===== config.mk =====
export PLATFORM = sky130hd
export DESIGN_NAME = nmea_sentence_deframer_unit
export DESIGN_NICKNAME = d
export VERILOG_FILES = /design/src/rtl/core/nsd_pkg.sv /design/src/rtl/core/nsd_front.sv /design/src/rtl/core/nsd_queue.sv /design/src/rtl/core/nsd_back.sv /design/src/rtl/core/nmea_sentence_deframer_unit.sv
export SDC_FILE = /design/constraint.sdc
export NUM_CORES = 1
export LEC_CHECK = 0
export ABC_AREA = 1
export BUFFER_PORTS_ARGS = -buffer_cell sky130_fd_sc_hd__buf_2
export CAP_MARGIN = 0
export CORE_ASPECT_RATIO = 0.8
export CORE_MARGIN = 4
export CORE_UTILIZATION = 56
export DETAILED_ROUTE_END_ITERATION = 6
export GPL_TIMING_DRIVEN = 0
export PLACE_DENSITY = 0.81
export SLEW_MARGIN = 20
export SYNTH_ARGS = -nofsm -noshare
export SYNTH_HDL_FRONTEND = slang
export SYNTH_HIERARCHICAL = 1
export SYNTH_SLANG_ARGS = --single-unit
export TNS_END_PERCENT = 5

===== constraint.sdc =====
create_clock -name clk -period 3.29 [get_ports clk]
set_input_delay 0.1645 -clock clk [delete_from_list [all_inputs] [get_ports clk]]
set_output_delay 0.1645 -clock clk [all_outputs]
set_load 0.005 [all_outputs]

===== src/rtl/core/nsd_pkg.sv =====
`timescale 1ns / 1ps
// ----------------------------------------------------------------------------
// nsd_pkg
// Shared types and codes for the sentence deframer: character codes, keyword
// codes, event and error codes, and the item formats between the parts.
// ----------------------------------------------------------------------------
package nsd_pkg;

  // default payload limit in bytes
  localparam int MAX_PAYLOAD_DEF = 64;

  // item queue between front and back
  localparam int QUEUE_DEPTH = 2;
  localparam int QPTR_W      = 1;
  localparam int QCNT_W      = 2;

  // framing characters
  localparam logic [7:0] CH_DOLLAR  = 8'h24;
  localparam logic [7:0] CH_STAR    = 8'h2A;
  localparam logic [7:0] CH_NEWLINE = 8'h0A;
  localparam logic [7:0] CH_COMMA   = 8'h2C;
  localparam logic [7:0] CH_MINUS   = 8'h2D;

  // keywords, first character in the top byte
  localparam logic [23:0] KW_CHA = 24'h434841;
  localparam logic [23:0] KW_ACC = 24'h414343;
  localparam logic [23:0] KW_SHO = 24'h53484F;
  localparam logic [23:0] KW_REV = 24'h524556;
  localparam logic [23:0] KW_RES = 24'h524553;

  // event codes
  localparam logic [2:0] EV_NONE  = 3'd0;
  localparam logic [2:0] EV_ERROR = 3'd1;
  localparam logic [2:0] EV_CHA   = 3'd2;
  localparam logic [2:0] EV_ACC   = 3'd3;
  localparam logic [2:0] EV_SHO   = 3'd4;
  localparam logic [2:0] EV_REV   = 3'd5;
  localparam logic [2:0] EV_RES   = 3'd6;

  // error codes
  localparam logic [1:0] ERR_NONE  = 2'd0;
  localparam logic [1:0] ERR_STRAY = 2'd1;
  localparam logic [1:0] ERR_LONG  = 2'd2;
  localparam logic [1:0] ERR_FRAME = 2'd3;

  // classified character, front to back
  typedef struct packed {
    logic [7:0] data;
    logic       is_dollar;
    logic       is_star;
    logic       is_newline;
    logic       is_comma;
    logic       is_minus;
    logic       is_digit;
    logic       is_hex;
    logic [3:0] nibble;
  } byte_class_t;

  // one result item
  typedef struct packed {
    logic        status;
    logic [2:0]  event_type;
    logic [1:0]  error_code;
    logic [15:0] first_value;
    logic [15:0] second_value;
    logic [15:0] third_value;
  } result_t;

endpackage


===== src/rtl/core/nsd_front.sv =====
`timescale 1ns / 1ps
// ----------------------------------------------------------------------------
// nsd_front
// Input side: takes received characters and classifies them (framing marks,
// separators, decimal and hex digits) before they enter the item queue.
// ----------------------------------------------------------------------------
module nsd_front (
  input  logic                 clk,
  input  logic                 rst,
  input  logic [7:0]           rx_byte,
  input  logic                 in_valid,
  output logic                 in_ready,
  output logic                 push_valid,
  output nsd_pkg::byte_class_t push_item,
  input  logic                 push_ready
);
  import nsd_pkg::*;

  logic is_upper_hex;
  logic is_lower_hex;
  logic seen_reset;

  // hold off input during reset, until seen_reset is set after its release
  always_ff @(posedge clk) begin
    if (rst) begin
      seen_reset <= 1'b0;
    end else begin
      seen_reset <= 1'b1;
    end
  end

  // handshake passes straight into the queue
  assign in_ready   = push_ready && seen_reset;
  assign push_valid = in_valid && seen_reset;

  // character classes
  assign is_upper_hex = (rx_byte >= 8'h41) && (rx_byte <= 8'h46);
  assign is_lower_hex = (rx_byte >= 8'h61) && (rx_byte <= 8'h66);

  always_comb begin
    push_item            = '0;
    push_item.data       = rx_byte;
    push_item.is_dollar  = (rx_byte == CH_DOLLAR);
    push_item.is_star    = (rx_byte == CH_STAR);
    push_item.is_newline = (rx_byte == CH_NEWLINE);
    push_item.is_comma   = (rx_byte == CH_COMMA);
    push_item.is_minus   = (rx_byte == CH_MINUS);
    push_item.is_digit   = (rx_byte >= 8'h30) && (rx_byte <= 8'h39);
    push_item.is_hex     = push_item.is_digit || is_upper_hex || is_lower_hex;
    // letters a-f and A-F map to 10..15 by low nibble plus nine
    if (is_upper_hex || is_lower_hex) begin
      push_item.nibble = rx_byte[3:0] + 4'd9;
    end else if (push_item.is_digit) begin
      push_item.nibble = rx_byte[3:0];
    end else begin
      push_item.nibble = 4'd0;
    end
  end

endmodule


===== src/rtl/core/nsd_queue.sv =====
`timescale 1ns / 1ps
// ----------------------------------------------------------------------------
// nsd_queue
// Two-entry item queue between the classifier and the parser, so that each
// side can stall without holding the other.
// ----------------------------------------------------------------------------
module nsd_queue (
  input  logic                 clk,
  input  logic                 rst,
  input  logic                 push_valid,
  input  nsd_pkg::byte_class_t push_item,
  output logic                 push_ready,
  output logic                 pop_valid,
  output nsd_pkg::byte_class_t pop_item,
  input  logic                 pop_ready
);
  import nsd_pkg::*;

  byte_class_t             slots [QUEUE_DEPTH];
  logic [QPTR_W-1:0]       wr_ptr;
  logic [QPTR_W-1:0]       rd_ptr;
  logic [QCNT_W-1:0]       count;
  logic                    do_push;
  logic                    do_pop;

  assign push_ready = (count != QCNT_W'(QUEUE_DEPTH));
  assign pop_valid  = (count != '0);
  assign pop_item   = slots[rd_ptr];
  assign do_push    = push_valid && push_ready;
  assign do_pop     = pop_valid && pop_ready;

  // storage
  always_ff @(posedge clk) begin
    if (do_push) begin
      slots[wr_ptr] <= push_item;
    end
  end

  // pointers and fill count
  always_ff @(posedge clk) begin
    if (rst) begin
      wr_ptr <= '0;
      rd_ptr <= '0;
      count  <= '0;
    end else begin
      if (do_push) begin
        wr_ptr <= wr_ptr + 1'b1;
      end
      if (do_pop) begin
        rd_ptr <= rd_ptr + 1'b1;
      end
      if (do_push && !do_pop) begin
        count <= count + 1'b1;
      end else if (do_pop && !do_push) begin
        count <= count - 1'b1;
      end
    end
  end

endmodule


===== src/rtl/core/nsd_back.sv =====
`timescale 1ns / 1ps
// ----------------------------------------------------------------------------
// nsd_back
// Sentence parser: frame state machine, checksum, tokenizer, keyword match
// and field conversion, with the result held in an output register.
// ----------------------------------------------------------------------------
module nsd_back #(
  parameter int MAX_PAYLOAD = nsd_pkg::MAX_PAYLOAD_DEF
) (
  input  logic                 clk,
  input  logic                 rst,
  input  logic                 q_valid,
  input  nsd_pkg::byte_class_t q_item,
  output logic                 q_ready,
  output logic                 out_valid,
  input  logic                 out_ready,
  output nsd_pkg::result_t     result
);
  import nsd_pkg::*;

  localparam int CNT_W = $clog2(MAX_PAYLOAD + 1);

  typedef enum logic [1:0] {
    PH_IDLE,
    PH_DATA,
    PH_SUM
  } phase_t;

  typedef enum logic [1:0] {
    FS_START,
    FS_NEG,
    FS_POS,
    FS_STOP
  } fstate_t;

  phase_t         phase, phase_next;
  logic [CNT_W-1:0] byte_count, byte_count_next;
  logic [7:0]     running_xor, running_xor_next;
  logic [2:0]     token_number, token_number_next;
  logic [23:0]    keyword_chars, keyword_chars_next;
  logic [2:0]     keyword_length, keyword_length_next;
  logic           token_open, token_open_next;
  logic [15:0]    field_accum, field_accum_next;
  fstate_t        field_state, field_state_next;
  logic [15:0]    field_values [3];
  logic [15:0]    field_values_next [3];
  logic [7:0]     sum_digits, sum_digits_next;
  logic [1:0]     sum_count, sum_count_next;
  logic           sum_bad, sum_bad_next;
  result_t        result_next;
  logic           advance;

  // take the next item whenever the output register is free or draining
  assign advance = q_valid && (!out_valid || out_ready);
  assign q_ready = !out_valid || out_ready;

  // next-state and result logic
  always_comb begin
    logic [2:0]  tn_eff;
    fstate_t     fs_eff;
    logic [15:0] acc_eff;
    logic [15:0] acc_new;
    logic [1:0]  idx;
    logic [2:0]  kw_event;
    logic [2:0]  kw_fields;

    phase_next          = phase;
    byte_count_next     = byte_count;
    running_xor_next    = running_xor;
    token_number_next   = token_number;
    keyword_chars_next  = keyword_chars;
    keyword_length_next = keyword_length;
    token_open_next     = token_open;
    field_accum_next    = field_accum;
    field_state_next    = field_state;
    field_values_next   = field_values;
    sum_digits_next     = sum_digits;
    sum_count_next      = sum_count;
    sum_bad_next        = sum_bad;
    result_next         = '0;
    tn_eff              = token_number;
    fs_eff              = field_state;
    acc_eff             = field_accum;
    acc_new             = '0;
    idx                 = '0;
    kw_event            = EV_NONE;
    kw_fields           = 3'd0;

    unique case (phase)
      PH_DATA: begin
        if (q_item.is_star) begin
          phase_next     = PH_SUM;
          sum_count_next = 2'd0;
        end else if (byte_count < CNT_W'(MAX_PAYLOAD)) begin
          // ordinary payload byte
          running_xor_next = running_xor ^ q_item.data;
          byte_count_next  = byte_count + 1'b1;
          if (q_item.is_comma) begin
            token_open_next = 1'b0;
          end else begin
            // open a new token
            if (!token_open) begin
              token_open_next = 1'b1;
              if (token_number < 3'd7) begin
                tn_eff = token_number + 3'd1;
              end
              token_number_next = tn_eff;
              fs_eff            = FS_START;
              acc_eff           = 16'd0;
              field_accum_next  = 16'd0;
              field_state_next  = FS_START;
            end
            if (tn_eff == 3'd1) begin
              // keyword token
              if (keyword_length < 3'd3) begin
                keyword_chars_next = {keyword_chars[15:0], q_item.data};
              end
              if (keyword_length < 3'd7) begin
                keyword_length_next = keyword_length + 3'd1;
              end
            end else if (tn_eff >= 3'd2 && tn_eff <= 3'd4) begin
              // numeric field, atoi style
              idx     = 2'(tn_eff - 3'd2);
              acc_new = (acc_eff << 3) + (acc_eff << 1) + {12'd0, q_item.data[3:0]};
              unique case (fs_eff)
                FS_START: begin
                  if (q_item.is_minus) begin
                    field_state_next = FS_NEG;
                  end else if (!q_item.is_digit) begin
                    field_state_next = FS_STOP;
                  end else begin
                    field_state_next       = FS_POS;
                    field_accum_next       = acc_new;
                    field_values_next[idx] = acc_new;
                  end
                end
                FS_NEG: begin
                  if (!q_item.is_digit) begin
                    field_state_next = FS_STOP;
                  end else begin
                    field_accum_next       = acc_new;
                    field_values_next[idx] = 16'd0 - acc_new;
                  end
                end
                FS_POS: begin
                  if (!q_item.is_digit) begin
                    field_state_next = FS_STOP;
                  end else begin
                    field_accum_next       = acc_new;
                    field_values_next[idx] = acc_new;
                  end
                end
                FS_STOP: begin
                  field_state_next = FS_STOP;
                end
              endcase
            end
          end
        end else begin
          phase_next             = PH_IDLE;
          result_next.status     = 1'b1;
          result_next.event_type = EV_ERROR;
          result_next.error_code = ERR_LONG;
        end
      end
      PH_SUM: begin
        if (q_item.is_newline) begin
          phase_next = PH_IDLE;
          // keyword decode
          if (keyword_length == 3'd3) begin
            priority if (keyword_chars == KW_CHA) begin
              kw_event = EV_CHA; kw_fields = 3'd1;
            end else if (keyword_chars == KW_ACC) begin
              kw_event = EV_ACC; kw_fields = 3'd1;
            end else if (keyword_chars == KW_SHO) begin
              kw_event = EV_SHO; kw_fields = 3'd2;
            end else if (keyword_chars == KW_REV) begin
              kw_event = EV_REV; kw_fields = 3'd1;
            end else if (keyword_chars == KW_RES) begin
              kw_event = EV_RES; kw_fields = 3'd3;
            end else begin
              kw_event = EV_NONE; kw_fields = 3'd0;
            end
          end
          if (sum_count != 2'd2 || sum_bad || sum_digits != running_xor ||
              kw_event == EV_NONE || token_number != kw_fields + 3'd1) begin
            result_next.status     = 1'b1;
            result_next.event_type = EV_ERROR;
            result_next.error_code = ERR_FRAME;
          end else begin
            result_next.event_type   = kw_event;
            result_next.first_value  = field_values[0];
            result_next.second_value = field_values[1];
            result_next.third_value  = field_values[2];
          end
        end else if (sum_count < 2'd2) begin
          // checksum digit, a non-hex digit counts as zero and marks bad
          sum_digits_next = {sum_digits[3:0], q_item.is_hex ? q_item.nibble : 4'd0};
          sum_bad_next    = sum_bad || !q_item.is_hex;
          sum_count_next  = sum_count + 2'd1;
        end else begin
          phase_next             = PH_IDLE;
          result_next.status     = 1'b1;
          result_next.event_type = EV_ERROR;
          result_next.error_code = ERR_FRAME;
        end
      end
      default: begin
        if (q_item.is_dollar) begin
          // start of frame clears everything
          phase_next           = PH_DATA;
          byte_count_next      = '0;
          running_xor_next     = 8'd0;
          token_number_next    = 3'd0;
          keyword_chars_next   = 24'd0;
          keyword_length_next  = 3'd0;
          token_open_next      = 1'b0;
          field_accum_next     = 16'd0;
          field_state_next     = FS_START;
          field_values_next[0] = 16'd0;
          field_values_next[1] = 16'd0;
          field_values_next[2] = 16'd0;
          sum_digits_next      = 8'd0;
          sum_count_next       = 2'd0;
          sum_bad_next         = 1'b0;
        end else begin
          phase_next             = PH_IDLE;
          result_next.status     = 1'b1;
          result_next.event_type = EV_ERROR;
          result_next.error_code = ERR_STRAY;
        end
      end
    endcase
  end

  // state and output register
  always_ff @(posedge clk) begin
    if (rst) begin
      phase           <= PH_IDLE;
      byte_count      <= '0;
      running_xor     <= 8'd0;
      token_number    <= 3'd0;
      keyword_chars   <= 24'd0;
      keyword_length  <= 3'd0;
      token_open      <= 1'b0;
      field_accum     <= 16'd0;
      field_state     <= FS_START;
      field_values[0] <= 16'd0;
      field_values[1] <= 16'd0;
      field_values[2] <= 16'd0;
      sum_digits      <= 8'd0;
      sum_count       <= 2'd0;
      sum_bad         <= 1'b0;
      out_valid       <= 1'b0;
    end else begin
      if (advance) begin
        phase          <= phase_next;
        byte_count     <= byte_count_next;
        running_xor    <= running_xor_next;
        token_number   <= token_number_next;
        keyword_chars  <= keyword_chars_next;
        keyword_length <= keyword_length_next;
        token_open     <= token_open_next;
        field_accum    <= field_accum_next;
        field_state    <= field_state_next;
        field_values   <= field_values_next;
        sum_digits     <= sum_digits_next;
        sum_count      <= sum_count_next;
        sum_bad        <= sum_bad_next;
        out_valid      <= 1'b1;
      end else if (out_ready) begin
        out_valid <= 1'b0;
      end
    end
  end

  // result payload
  always_ff @(posedge clk) begin
    if (advance) begin
      result <= result_next;
    end
  end

endmodule


===== src/rtl/core/nmea_sentence_deframer_unit.sv =====
`timescale 1ns / 1ps
// ----------------------------------------------------------------------------
// nmea_sentence_deframer_unit
// Byte-serial deframer for '$payload*hh' sentences ended by a newline.
// ----------------------------------------------------------------------------
// Input channel: rx_byte with in_valid / in_ready, one received character
// per item. Output channel: status, event_type, error_code and three field
// values with out_valid / out_ready, exactly one result item per character.
// A character is classified on entry and written to a two-entry queue; the
// parser takes it from the queue and loads the output register. While the
// receiver keeps out_ready high, the block takes one character every cycle.
// The parser updates all frame state for each character it takes; the
// field conversion is one multiply by ten done as shift and add.
// When the receiver stalls, the output register holds its result and the
// queue absorbs up to two more characters before in_ready drops; the parser
// resumes as soon as the result is taken.
// Reset (rst, synchronous) returns the frame state to idle, empties the
// queue and the output register; in_ready stays low during reset and in the
// cycle after it.
// Good sentences report their keyword event and fields; every error gives
// event_type error with the code of the fault and zero field values.
// ----------------------------------------------------------------------------
module nmea_sentence_deframer_unit #(
  parameter int MAX_PAYLOAD = nsd_pkg::MAX_PAYLOAD_DEF
) (
  input  logic        clk,
  input  logic        rst,
  input  logic [7:0]  rx_byte,
  input  logic        in_valid,
  output logic        in_ready,
  output logic        status,
  output logic [2:0]  event_type,
  output logic [1:0]  error_code,
  output logic [15:0] first_value,
  output logic [15:0] second_value,
  output logic [15:0] third_value,
  output logic        out_valid,
  input  logic        out_ready
);
  import nsd_pkg::*;

  logic        push_valid;
  logic        push_ready;
  byte_class_t push_item;
  logic        pop_valid;
  logic        pop_ready;
  byte_class_t pop_item;
  result_t     result;

  // classifier
  nsd_front u_front (
    .clk        (clk),
    .rst        (rst),
    .rx_byte    (rx_byte),
    .in_valid   (in_valid),
    .in_ready   (in_ready),
    .push_valid (push_valid),
    .push_item  (push_item),
    .push_ready (push_ready)
  );

  // item queue
  nsd_queue u_queue (
    .clk        (clk),
    .rst        (rst),
    .push_valid (push_valid),
    .push_item  (push_item),
    .push_ready (push_ready),
    .pop_valid  (pop_valid),
    .pop_item   (pop_item),
    .pop_ready  (pop_ready)
  );

  // parser
  nsd_back #(
    .MAX_PAYLOAD (MAX_PAYLOAD)
  ) u_back (
    .clk       (clk),
    .rst       (rst),
    .q_valid   (pop_valid),
    .q_item    (pop_item),
    .q_ready   (pop_ready),
    .out_valid (out_valid),
    .out_ready (out_ready),
    .result    (result)
  );

  // result fields
  assign status       = result.status;
  assign event_type   = result.event_type;
  assign error_code   = result.error_code;
  assign first_value  = result.first_value;
  assign second_value = result.second_value;
  assign third_value  = result.third_value;

  // error flag agrees with the event type
  assert property (@(posedge clk) disable iff (rst)
    out_valid |-> (status == (event_type == EV_ERROR)))
    else $error("status disagrees with event type");

  // an error code comes with the error flag and only then
  assert property (@(posedge clk) disable iff (rst)
    out_valid |-> ((error_code != ERR_NONE) == status))
    else $error("error code disagrees with status");

  // field values are zero unless a keyword event is reported
  assert property (@(posedge clk) disable iff (rst)
    (out_valid && (event_type == EV_NONE || event_type == EV_ERROR)) |->
      (first_value == 16'd0 && second_value == 16'd0 && third_value == 16'd0))
    else $error("field values set without a keyword event");

endmodule


-- Word-level counts from Yosys, hierarchy flattened
Memories as Yosys holds them, arrays and structs flattened. A register that Yosys moved wholly into a read port is not among the register bits.
Index checks and enable logic that the tools add are counted.
- add/sub/neg operators: 14
- $lt $le $gt $ge: 15
- eq/ne operators: 37
- multiplexer cells: 133
- bitwise operators: 5
- reduce and logical (&&, ||, !) cells: 42
- operators by type and width (operator ; count):
    $mux 48 ; 9
    $mux 16 ; 10
    $mux 24 ; 6
    $pmux 48 s3 ; 1
    $eq 24x23->1 const B ; 5
    $bwmux 48 ; 2
    $pmux 48 s2 ; 1
    $mux 3 ; 28
    $pmux 16 s2 ; 2
    $mux 15 ; 4
    $mux 2 ; 24
    $pmux 24 s2 ; 1
    $mux 8 ; 5
    $demux 16 s2 ; 1
    $eq 8x6->1 const B ; 4
    $pmux 8 s2 ; 2
    $mux 6 ; 5
    $mux 7 ; 3
    $add 16x16->16 ; 1
    $add 16x4->16 ; 1
    $ge 8x7->1 const B ; 2
    $le 8x7->1 const B ; 2
    $mux 1 ; 16
    $reduce_and 8->1 ; 2
    53 further kinds ; 109
- flip-flop bits (word level): 185
- RAM bits: 38
- input port bits: 12
- output and inout bits: 56
- logic and storage cells: 273
- memories kept: 1
- memories (memory ; words ; width ; rd ports ; clocked after memory_dff ; wr ports ; RTL line ; RTL):
    u_queue.slots ; 2 ; 19 ; 1 ; 1 ; 1 ; nsd_queue.sv:19 ; byte_class_t slots [QUEUE_DEPTH];

-- Logic depth before layout (Yosys ltp)
Gate-level depths: netlist of run 1.
- word-level depth: 23
- mapped depth: 24
- mapped depth without buffers: 22

-- By module
The synthesis of run 1 kept the hierarchy.
- modules (own cells, without submodules) (module ; times used ; cells an instance ; area an instance (sq um) ; sequential area each (sq um)):
    nsd_back ; 1 ; 1332 ; 9720.6 ; 4124.0
    nsd_queue ; 1 ; 96 ; 1662.8 ; 1241.2
    nsd_front ; 1 ; 72 ; 429.2 ; 20.0

-- Worst setup path after synthesis of run 1
Ideal clock, no wire load.
- path type: reg-to-reg
- start point: reg u_queue.count[0]
- end point: reg u_back.field_accum[12]
- library setup time: 117 ps
- arrival time: 3098 ps
- required time: 3173 ps
- path slack: 75 ps
- cell stages (with the launch flop): 12
- path buffers: 1
- clock period less this slack: 3215 ps
- cell sequence: dfxtp_1 -> inv_1 -> nand2_1 -> nand2_1 -> clkinv_1 -> nand3_1 -> inv_2 -> o21ai_1 -> inv_1 -> clkbuf_1 -> o21ai_0 -> nor2_1
- longest elaborated chain between the ends: 3
- RTL lines (item ; RTL line ; RTL):
    start, declared ; nsd_queue.sv:22 ; logic [QCNT_W-1:0] count;
    start signal, assigned ; nsd_queue.sv:53 ; count <= count + 1'b1;
    start signal, assigned ; nsd_queue.sv:55 ; count <= count - 1'b1;
    $reduce_bool 2->1 ; nsd_queue.sv:27 ; assign pop_valid = (count != '0);
    named net pop_valid ; nmea_sentence_deframer_unit.sv:45 ; logic pop_valid;
    $logic_and 1x1->1 ; nsd_back.sv:54 ; assign advance = q_valid && (!out_valid || out_ready);
    named net u_back.advance ; nsd_back.sv:51 ; logic advance;
    $reduce_and 6->1 (no line) ; - ;
    end signal, assigned ; nsd_back.sv:264 ; field_accum <= field_accum_next;
    end, declared ; nsd_back.sv:43 ; logic [15:0] field_accum, field_accum_next;
The timed path passes the listed nets, and every way through them passes these cells.
A chain may end at the register's enable or synchronous reset.

==> impl_metrics.env, run 1 <==
export IMPL_synthFlopType="dfxtp_1"
export IMPL_ant_nets=0
export IMPL_tritoncts="done"
export IMPL_grtUsageTotal_pct=25.6
export IMPL_holdWs_ns=0.0234
export IMPL_drt_wirelength_per_cell_um=16.3
export IMPL_dieArea_um2=23500
export IMPL_path_clk_slew_ns=0.06
export IMPL_skew_ns=0.0145
export IMPL_io_pin_count=68
export IMPL_numClockSinks=223
export IMPL_reg2reg_slack_ns=0.08
export IMPL_syn_area_per_cell_um2=7.88
export IMPL_hold_viol_final=0
export IMPL_fin_crit_sh_pct=97.7
export IMPL_cts_path_max_buffers=3
export IMPL_vdd_drop_max_v=0.000470
export IMPL_placed_cell_area_um2=12500
export IMPL_start_util_pct=57.1
export IMPL_status="finished, final reports clean"
export IMPL_netlist_area_leader_share_pct=23.4
export IMPL_clk_latency_ns=0.51
export IMPL_cp_start_kind="register"
export IMPL_grt_pass1_wl_mm=48.9
export IMPL_ff_latch_area_um2=5390
export IMPL_hp_class="in -> reg"
export IMPL_vias=10500
export IMPL_post_drt_via_cell_ratio=5.55
export IMPL_fmax_mhz=311
export IMPL_dpl_hpwl_mm=21.9
export IMPL_cap_viol_max_count=0
export IMPL_max_slew_margin_pct=36.8
export IMPL_crit_path_max_fanout=5
export IMPL_final_area_um2=14000
export IMPL_place_congestion=0.968
export IMPL_synth_async_reset_ratio_pct=0
export IMPL_rows=47
export IMPL_dr_pass1_iters=6
export IMPL_synth_common_cells="341 x nand2_1, 213 x inv_1, 163 x nor2_1, 131 x dfxtp_1, 121 x a21oi_1"
export IMPL_cts_buffers=22
export IMPL_drc_errors=0
export IMPL_area_growth_pct=18.6
export IMPL_synth_seq_cells=223
export IMPL_crit_type="reg -> reg"
export IMPL_power_density_nw_per_um2=684
export IMPL_ff2ff_path_depth=16
export IMPL_finalMaxSlewViolations=0
export IMPL_worstPathArrival_ns=3.64
export IMPL_syn_area_um2=11800
export IMPL_synth_edf_count=92
export IMPL_crit_end="u_back/field_values[13]"
export IMPL_yosysTopAreaCell="edfxtp_1"
export IMPL_nNetsFinal=1671
export IMPL_end_kind="register"
export IMPL_die_w_um=170
export IMPL_rsz0062_at_grt="true"
export IMPL_overflow=0
export IMPL_pre_cts_slack_ns=-0.543
export IMPL_grt_max_degree=48
export IMPL_crit_required_ns=3.71
export IMPL_grt_antenna_before_repair=0
export IMPL_synthCells=1500
export IMPL_grt_pass1_vias=10000
export IMPL_diodes=0
export IMPL_synth_top_cells_by_area="edfxtp_1 23%, dfxtp_1 22%, nand2_1 11%, inv_1 6.8%, nor2_1 5.2%"
export IMPL_yosysMostFrequentCell="nand2_1"
export IMPL_multiInputGateArea_um2=5820
export IMPL_finalSetupViolCount=0
export IMPL_drive_gt1_share_pct=20.1
export IMPL_yosys_warnings=6
export IMPL_core_area_um2=20700
export IMPL_fin_ws_ns=0.0768
export IMPL_synth_cell_types=49
export IMPL_r2r_end="u_back/field_values[13]"
export IMPL_finalCriticalPeriod_ns=3.21
export IMPL_leakagePower_uw=0.00568
export IMPL_total_power_uw=9580
export IMPL_clockRootBuffer="clkbuf_16"
export IMPL_port_buffers=66
export IMPL_syn_nets=1557
export IMPL_cts_max_level=1
export IMPL_worst_pin_slew_ns=0.939
export IMPL_die_y_um=138
export IMPL_seq_area_frac_synth_pct=45.6
export IMPL_first_iter_violations=960
export IMPL_wirelength_mm=31.0
export IMPL_num_fill_cells=1627
[where the power goes]
| part | internal (uW) | switching [uW] |
|---|---|---|
| Sequential | 3560 | 246 |
| Clock | 1500 | 1070 |
| Combinational | 1070 | 2140 |
[state kept, by name, indices dropped and copies added (netlist names), named ones only]
signal,count
u_back/byte_count,7
u_back/field_accum,15
u_back/field_state,2
u_back/field_values,48
u_back/keyword_chars,24
u_back/keyword_length,3
u_back/out_valid,1
u_back/phase,2
u_back/result,54
u_back/running_xor,8
u_back/sum_bad,1
u_back/sum_count,2
u_back/sum_digits,8
u_back/token_number,3
u_back/token_open,1
u_front/seen_reset,1
u_queue/count,2
u_queue/rd_ptr,1
u_queue/slots,38
u_queue/wr_ptr,1
[cells by family (layout without fill, tap and decap cells)]
kind of cell	after synthesis	in the layout	share of synthesized area (%)
AO/OA/AOI/OAI	234	234	11.9
XOR/XNOR	15	15	1.11
buffers and inverters	277	407	9.76
AND/OR/NAND/NOR	687	687	24.7
flip-flops	223	223	45.6
multiplexers	19	19	2.13
adder cells (fa/ha/maj)	45	45	4.83
[how the worst min path moves through the flow]
| stage | startpoint | depth (start not counted) | endpoint |
|---|---|---|---|
| 2_1_floorplan | rst | 1 | u_front/seen_reset |
| 3_3_place_gp | rx_byte[2] | 1 | u_queue/slots[0][13] |
| 3_5_place_dp | rx_byte[2] | 1 | u_queue/slots[1][13] |
| 4_1_cts | rx_byte[5] | 2 | u_queue/slots[0][16] |
| 5_1_grt | rx_byte[5] | 2 | u_queue/slots[0][16] |
| 6_report | out_ready | 4 | u_back/out_valid |
[layout make-up]
class / instances / share of cell area, %
Buffer: 56 / 2.27
Clock buffer: 31 / 4.76
Clock inverter: 9 / 0.590
Inverter: 219 / 5.90
Multi-Input combinational cell: 1000 / 41.5
Sequential cell: 223 / 38.5
Tap cell: 269 / 2.40
Timing Repair Buffer: 92 / 4.06
[timing repair]
action / 4_1_cts / 5_1_grt
endpoints found under the setup margin: 39 / 92
endpoints found under the hold margin: 9 / 0
pin swaps: 12 / 40
hold buffers: 5 / 0
setup buffers: 11 / 7
cloned: 0 / 0
resized for setup: 46 / 107
[critical path, cell delays in order, from the launching register on]
cell and delay, ns:
dfxtp_4 0.39, mux2_4 0.32, xor2_1 0.12, inv_1 0.08
ha_4 0.27, inv_2 0.04, fa_2 0.67, nand3_4 0.11
nor2_4 0.15, nand3_4 0.11, inv_1 0.07, nand2_1 0.11
nor2_4 0.13, nand4_1 0.11, nand3_2 0.15, nand3_2 0.09
a21oi_1 0.20
[routing by layer]
metal  global-route usage (%)  wire length [um]  part of all wire (%)
met1                     33.6             12900                    42
met2                     42.8             14500                    47
met3                     4.39              2440                   7.9
met4                     9.22              1180                   3.8
met5                        0                 0                     0
[layout by cell type (no fill, tap or decap), types with 5 or more instances in the layout]
cell type / instances
a211oi_1: 9
ha_4: 5
clkbuf_1: 26
nor2_1: 143
dfxtp_1: 129
a21oi_1: 115
nor2_4: 10
nand3_4: 5
dlygate4sd3_1: 5
buf_6: 11
inv_1: 206
a21oi_2: 6
nand3_1: 82
nand2_1: 303
mux2_4: 11
nand2_2: 33
nor2_2: 18
nand4_1: 27
inv_2: 10
xor2_1: 5
o21ai_2: 6
nor3_1: 24
xnor2_1: 8
buf_4: 28
buf_2: 77
nand3_2: 13
clkbuf_16: 24
mux2_2: 8
a211oi_2: 15
nand2_4: 12
edfxtp_1: 92
o22ai_1: 9
ha_1: 35
o21ai_0: 47
[through the flow]
step           utilization (%)  std cells  setup TNS [ns]
5_1_grt                   67.7       1899          -0.175
3_3_place_gp              60.3       1835          -91.52
4_1_cts                   65.7       1894         -0.0112
6_report                  67.7       1899               0
2_1_floorplan                -       1500               0
3_5_place_dp              60.5       1838          -10.97
(Power assumes the default switching activity.)
==> inputs of run 2 (changes only) <==
CORE_UTILIZATION = 55   (was 56)
PLACE_DENSITY = 0.8   (was 0.81)
SYNTH_HIERARCHICAL = default   (was 1)
==> impl_metrics.env, run 2 <==
export IMPL_status="complete, but fails checks"
export IMPL_failed_checks="design-rule violations, negative setup slack"
export IMPL_dr_pass1_iters=7
export IMPL_syn_area_um2=11300
export IMPL_worst_path_buf_inv=5
export IMPL_synth_edf_count=92
export IMPL_cts_buffers=22
export IMPL_synthCells=1410
export IMPL_synthFlopType="dfxtp_1"
export IMPL_grt_max_degree=28
export IMPL_fin_crit_sh_pct=103
export IMPL_rows=46
export IMPL_dieArea_um2=22900
export IMPL_yosys_warnings=0
export IMPL_crit_type="reg -> reg"
export IMPL_path_clk_slew_ns=0.07
export IMPL_synth_async_reset_ratio_pct=0
export IMPL_cp_start_kind="register"
export IMPL_syn_nets=1467
export IMPL_hold_depth=5
export IMPL_largest_reg_flops=54
export IMPL_first_iter_violations=1108
export IMPL_rsz0062_at_grt="true"
export IMPL_leakagePower_uw=0.00530
export IMPL_synth_top_cells_by_area="edfxtp_1 24%, dfxtp_1 23%, nand2_1 10%, a21oi_1 6.3%, inv_1 6.2%"
export IMPL_cts_path_max_buffers=3
export IMPL_final_common_cell="nand2_1"
export IMPL_worstPathArrival_ns=3.74
export IMPL_diodes=0
export IMPL_grt_pass1_vias=9319
export IMPL_clockRootBuffer="clkbuf_16"
export IMPL_hp_class="in -> reg"
export IMPL_ff2ff_path_depth=19
export IMPL_clk_latency_ns=0.50
export IMPL_reg_largest_list="u_back.result (54), u_back.field_values (48), u_queue.slots (38)"
export IMPL_grt_antenna_before_repair=0
export IMPL_core_area_um2=20000
export IMPL_drive_gt1_share_pct=16.8
export IMPL_netlist_area_leader_share_pct=24.4
export IMPL_power_density_nw_per_um2=717
export IMPL_max_flop_register="u_back.result"
export IMPL_cts_max_level=1
export IMPL_vias=10100
export IMPL_drt_wirelength_per_cell_um=15.9
export IMPL_worst_pin_slew_ns=0.986
export IMPL_place_congestion=0.905
export IMPL_end_kind="register"
export IMPL_start_util_pct=56.5
export IMPL_area_growth_pct=19.2
export IMPL_tritoncts="done"
export IMPL_port_buffers=66
export IMPL_hold_viol_final=0
export IMPL_cp_slowest_cell="fa_2"
export IMPL_cp_top_family="simple AND/OR/NAND/NOR gates"
export IMPL_cp_num_cells=19
export IMPL_skew_ns=0.0125
export IMPL_slowest_delay_ns=0.60
export IMPL_yosysTopAreaCell="edfxtp_1"
export IMPL_die_w_um=168
export IMPL_crit_path_max_fanout=7
export IMPL_yosysMostFrequentCell="nand2_1"
export IMPL_synth_common_cells="316 x nand2_1, 188 x inv_1, 143 x a21oi_1, 143 x nor2_1, 131 x dfxtp_1"
export IMPL_crit_required_ns=3.64
export IMPL_synth_seq_cells=223
export IMPL_worstPathCellList="buf_8, clkbuf_16, o21ai_4, inv_2, ha_4, ha_4, inv_2, fa_2, inv_4, nor2_4, nand4_1, nor3_2, nand3_2, nor2_4, nand3_2, nand2_2, nand3_4, nand2_2, a21oi_2"
export IMPL_nNetsFinal=1593
export IMPL_numClockSinks=223
export IMPL_ant_nets=0
export IMPL_syn_area_per_cell_um2=8.02
export IMPL_grt_pass1_wl_mm=45.1
export IMPL_overflow=0
export IMPL_mostFrequentLayoutCells="295 x nand2_1, 184 x inv_1, 134 x nor2_1, 134 x a21oi_1, 129 x dfxtp_1"
export IMPL_vdd_drop_max_v=0.000577
export IMPL_cap_viol_max_count=0
export IMPL_finalCriticalPeriod_ns=3.39
export IMPL_fmax_mhz=295
export IMPL_wirelength_mm=28.9
export IMPL_max_slew_margin_pct=33.4
export IMPL_num_fill_cells=1573
export IMPL_seq_area_frac_synth_pct=47.6
export IMPL_finalMaxSlewViolations=0
export IMPL_synth_cell_types=55
export IMPL_post_drt_via_cell_ratio=5.57
export IMPL_finalSetupTns_ns=-0.577
export IMPL_fin_ws_ns=-0.0951
export IMPL_die_y_um=136
export IMPL_io_pin_count=68
export IMPL_finalSetupViolCount=15
export IMPL_dpl_hpwl_mm=20.0
export IMPL_stdcell_count=1816
export IMPL_place_inst=1744
export IMPL_drc_errors=14
export IMPL_grtUsageTotal_pct=23.9
[run 2: worst paths after layout]
path         slack (ns)                   from                       to
min                0.14               in_valid           u_queue.wr_ptr
max                -0.1               register  u_back.field_values[15]
min reg2reg        0.44  u_back.running_xor[0]    u_back.running_xor[0]
max reg2reg        -0.1               register  u_back.field_values[15]
[run 2: repair_timing]
action	4_1_cts	5_1_grt
setup endpoints to repair	49	80
resized for setup	59	50
buffers inserted	13	11
hold buffers	9	0
hold endpoints to repair	17	0
pin swaps	15	27
[run 2: layout make-up]
class	count	area [um^2]	area share [%]
buffer	43	265	1.97
clock buffer	28	604	4.48
clock inverter	12	120	0.891
inverter	201	767	5.69
multi-input combinational	942	5310	39.4
sequential	223	5390	40.0
tap	264	330	2.45
timing repair buffer	103	686	5.09
[run 2: kinds of logic after synthesis]
family / count (synthesis) / synth area share, %
DFF: 223 / 47.6
xor gates and xnor gates: 20 / 1.55
buffers and inverters: 245 / 8.60
muxes: 5 / 0.443
and+or+nand+nor: 606 / 23.1
adders and majority gates: 45 / 5.04
AOI/OAI and AO/OA: 266 / 13.7
[run 2: metrics by stage]
step	utilization (%)	hold slack, ns	cell area, um^2	power [uW]	setup WS (ns)
2_1_floorplan	-	0.263	11300	5780	0.0393
3_3_place_gp	59.8	0.383	12000	6680	-0.791
3_5_place_dp	60.2	0.387	12100	6860	-0.856
4_1_cts	66.0	0.134	13200	9570	-0.0456
5_1_grt	67.3	0.209	13500	10100	-0.201
6_report	67.3	0.138	13500	9660	-0.0951
[run 2: worst register-to-register path, cell delays in order (launching register included)]
cell and delay (ns):
dfxtp_4 0.37, buf_8 0.13, clkbuf_16 0.15, o21ai_4 0.14, inv_2 0.08, ha_4 0.28
ha_4 0.12, inv_2 0.04, fa_2 0.60, inv_4 0.05, nor2_4 0.12, nand4_1 0.21
nor3_2 0.22, nand3_2 0.16, nor2_4 0.15, nand3_2 0.08, nand2_2 0.09, nand3_4 0.10
nand2_2 0.12, a21oi_2 0.06
[run 2: where the power goes]
part	switching (uW)	internal [uW]
combinational	2210	1180
clock	1060	1460
sequential	230	3520
[run 2: layer usage]
layer / vias to the layer above / track usage (%) / routed length [um]
met5: - / 0 / 0
met4: 0 / 6.26 / 815
met3: 75 / 2.82 / 2140
met2: 447 / 41.2 / 13800
met1: 4694 / 32.1 / 12100
li1: 4907 / - / -
==> inputs of run 3 (changes only) <==
SETUP_SLACK_MARGIN = 0.15   (was default)
==> impl_metrics.env, run 3 (synthesized netlist as in run 2, its figures left out) <==
export IMPL_max_flop_register="u_back.result"
export IMPL_rsz0062_at_grt="true"
export IMPL_cp_num_cells=19
export IMPL_finalMaxSlewViolations=0
export IMPL_num_fill_cells=1540
export IMPL_grt_antenna_before_repair=0
export IMPL_port_buffers=66
export IMPL_worst_pin_slew_ns=0.893
export IMPL_vdd_drop_max_v=0.000547
export IMPL_fin_crit_sh_pct=105
export IMPL_reg2reg_slack_ns=-0.18
export IMPL_numClockSinks=223
export IMPL_overflow=0
export IMPL_cts_buffers=22
export IMPL_finalSetupTns_ns=-1.78
export IMPL_max_slew_margin_pct=39.7
export IMPL_mostFrequentLayoutCells="290 x nand2_1, 183 x inv_1, 137 x a21oi_1"
export IMPL_grt_max_degree=28
export IMPL_total_power_uw=9700
export IMPL_place_congestion=0.926
export IMPL_wirelength_mm=28.3
export IMPL_drt_wirelength_per_cell_um=15.6
export IMPL_slowest_delay_ns=0.40
export IMPL_final_util_pct=67.6
export IMPL_first_iter_violations=846
export IMPL_hold_viol_final=0
export IMPL_ant_nets=0
export IMPL_stdcell_count=1813
export IMPL_hold_depth=5
export IMPL_power_density_nw_per_um2=716
export IMPL_drive_gt1_share_pct=17.4
export IMPL_diodes=0
export IMPL_leakagePower_uw=0.00531
export IMPL_drc_errors=1
export IMPL_final_common_cell="nand2_1"
export IMPL_worstPathCellList="buf_8, clkbuf_16, o21ai_4, inv_2, ha_4, ha_4, inv_2, fa_2, buf_6, xor2_4, nand4_1, nor3_2, nand3_2, nor2_4, nand3_2, nand2_2, nand3_4, nand2_2, a21oi_2"
export IMPL_pre_cts_slack_ns=-0.602
export IMPL_grt_pass1_wl_mm=45.1
export IMPL_cp_start_kind="register"
export IMPL_dr_pass1_iters=7
export IMPL_cts_max_level=1
export IMPL_cp_slowest_cell="fa_2"
export IMPL_grt_pass1_vias=9425
export IMPL_vias=10000
export IMPL_grtUsageTotal_pct=23.8
export IMPL_dieArea_um2=22900
export IMPL_path_clk_slew_ns=0.06
export IMPL_dpl_hpwl_mm=19.9
export IMPL_core_area_um2=20000
export IMPL_cts_path_max_buffers=3
export IMPL_largest_reg_flops=54
export IMPL_clockRootBuffer="clkbuf_16"
export IMPL_io_pin_count=68
export IMPL_start_util_pct=56.5
export IMPL_crit_path_max_fanout=10
export IMPL_end_kind="register"
export IMPL_failed_checks="design-rule violations, negative setup slack"
export IMPL_cap_viol_max_count=0
export IMPL_die_w_um=168
export IMPL_fmax_mhz=288
export IMPL_status="complete, but fails checks"
export IMPL_area_growth_pct=19.7
export IMPL_ff2ff_path_depth=19
export IMPL_reg_largest_list="u_back.result (54), u_back.field_values (48), u_queue.slots (38)"
export IMPL_finalSetupViolCount=19
export IMPL_cp_top_family="simple AND/OR/NAND/NOR gates"
export IMPL_worst_path_buf_inv=5
export IMPL_clk_latency_ns=0.51
export IMPL_hp_class="in -> reg"
export IMPL_crit_required_ns=3.65
export IMPL_place_inst=1744
export IMPL_skew_ns=0.0108
export IMPL_rows=46
export IMPL_tritoncts="done"
export IMPL_crit_type="reg -> reg"
export IMPL_worstPathArrival_ns=3.83
export IMPL_die_y_um=136
export IMPL_nNetsFinal=1590
export IMPL_post_drt_via_cell_ratio=5.52
export IMPL_fin_ws_ns=-0.176
export IMPL_finalCriticalPeriod_ns=3.47
run 3: cell count changes in the layout (fill, tap and decap cells not counted), moves of 3 or more:
cell        change
a21oi_1         +3
a21oi_2         -3
buf_4           -6
buf_6           +4
clkinv_1        -3
clkinvlp_4      -4
inv_2           +3
nand2_1         -5
nand2_4         +4
nand3_1         -5
nand3_2         +5
run 3: what timing repair did:
| item | in CTS | in global routing |
|---|---|---|
| endpoints found under the setup margin | 59 | 92 |
| hold buffers | 9 | 0 |
| setup buffers | 9 | 11 |
| gates resized for setup | 48 | 63 |
| pin swaps | 21 | 32 |
| endpoints found under the hold margin | 17 | 0 |
run 3: worst paths after layout:
check	startpoint	end
worst min-delay path	in_valid	u_queue.wr_ptr
worst max register to register	register	u_back.field_values[47]
worst max-delay path	register	u_back.field_values[47]
worst min register to register	u_back.running_xor[0]	u_back.running_xor[0]
run 3: final cells by class:
class	instances	area (um^2)	area share, %
plain buffers	44	264	1.95
repair buffers	99	663	4.90
inverters	201	759	5.61
clock buffers	34	681	5.03
clock inverters	6	62.6	0.462
multi-input cells	942	5390	39.8
well taps	264	330	2.44
flip-flops and latches	223	5390	39.8
run 3: metal layers:
metal	part of all wire (%)	vias to the layer above	routed length [um]	GRT usage, %
li1	-	4889	-	-
met4	2.8	0	805	7.30
met2	48	427	13400	40.7
met1	42	4618	11900	31.7
met5	0	-	0	0
met3	7.6	72	2140	3.28
run 3: through the flow:
step | area (um^2) | hold slack [ns]
floorplan | 11400 | 0.263
global placement | 12000 | 0.388
detailed placement | 12100 | 0.391
CTS | 13200 | 0.129
global route | 13500 | 0.191
finish | 13500 | 0.138
run 3: power by group:
group	switching, uW	internal [uW]
clock	1060	1510
combinational	2210	1180
sequential	223	3520
total	3490	6210
run 3: worst min-delay path, stage by stage:
cell	delay, ns
buf_2	0.09
nand2_1	0.12
inv_1	0.09
nor2_1	0.09
nor3_1	0.05
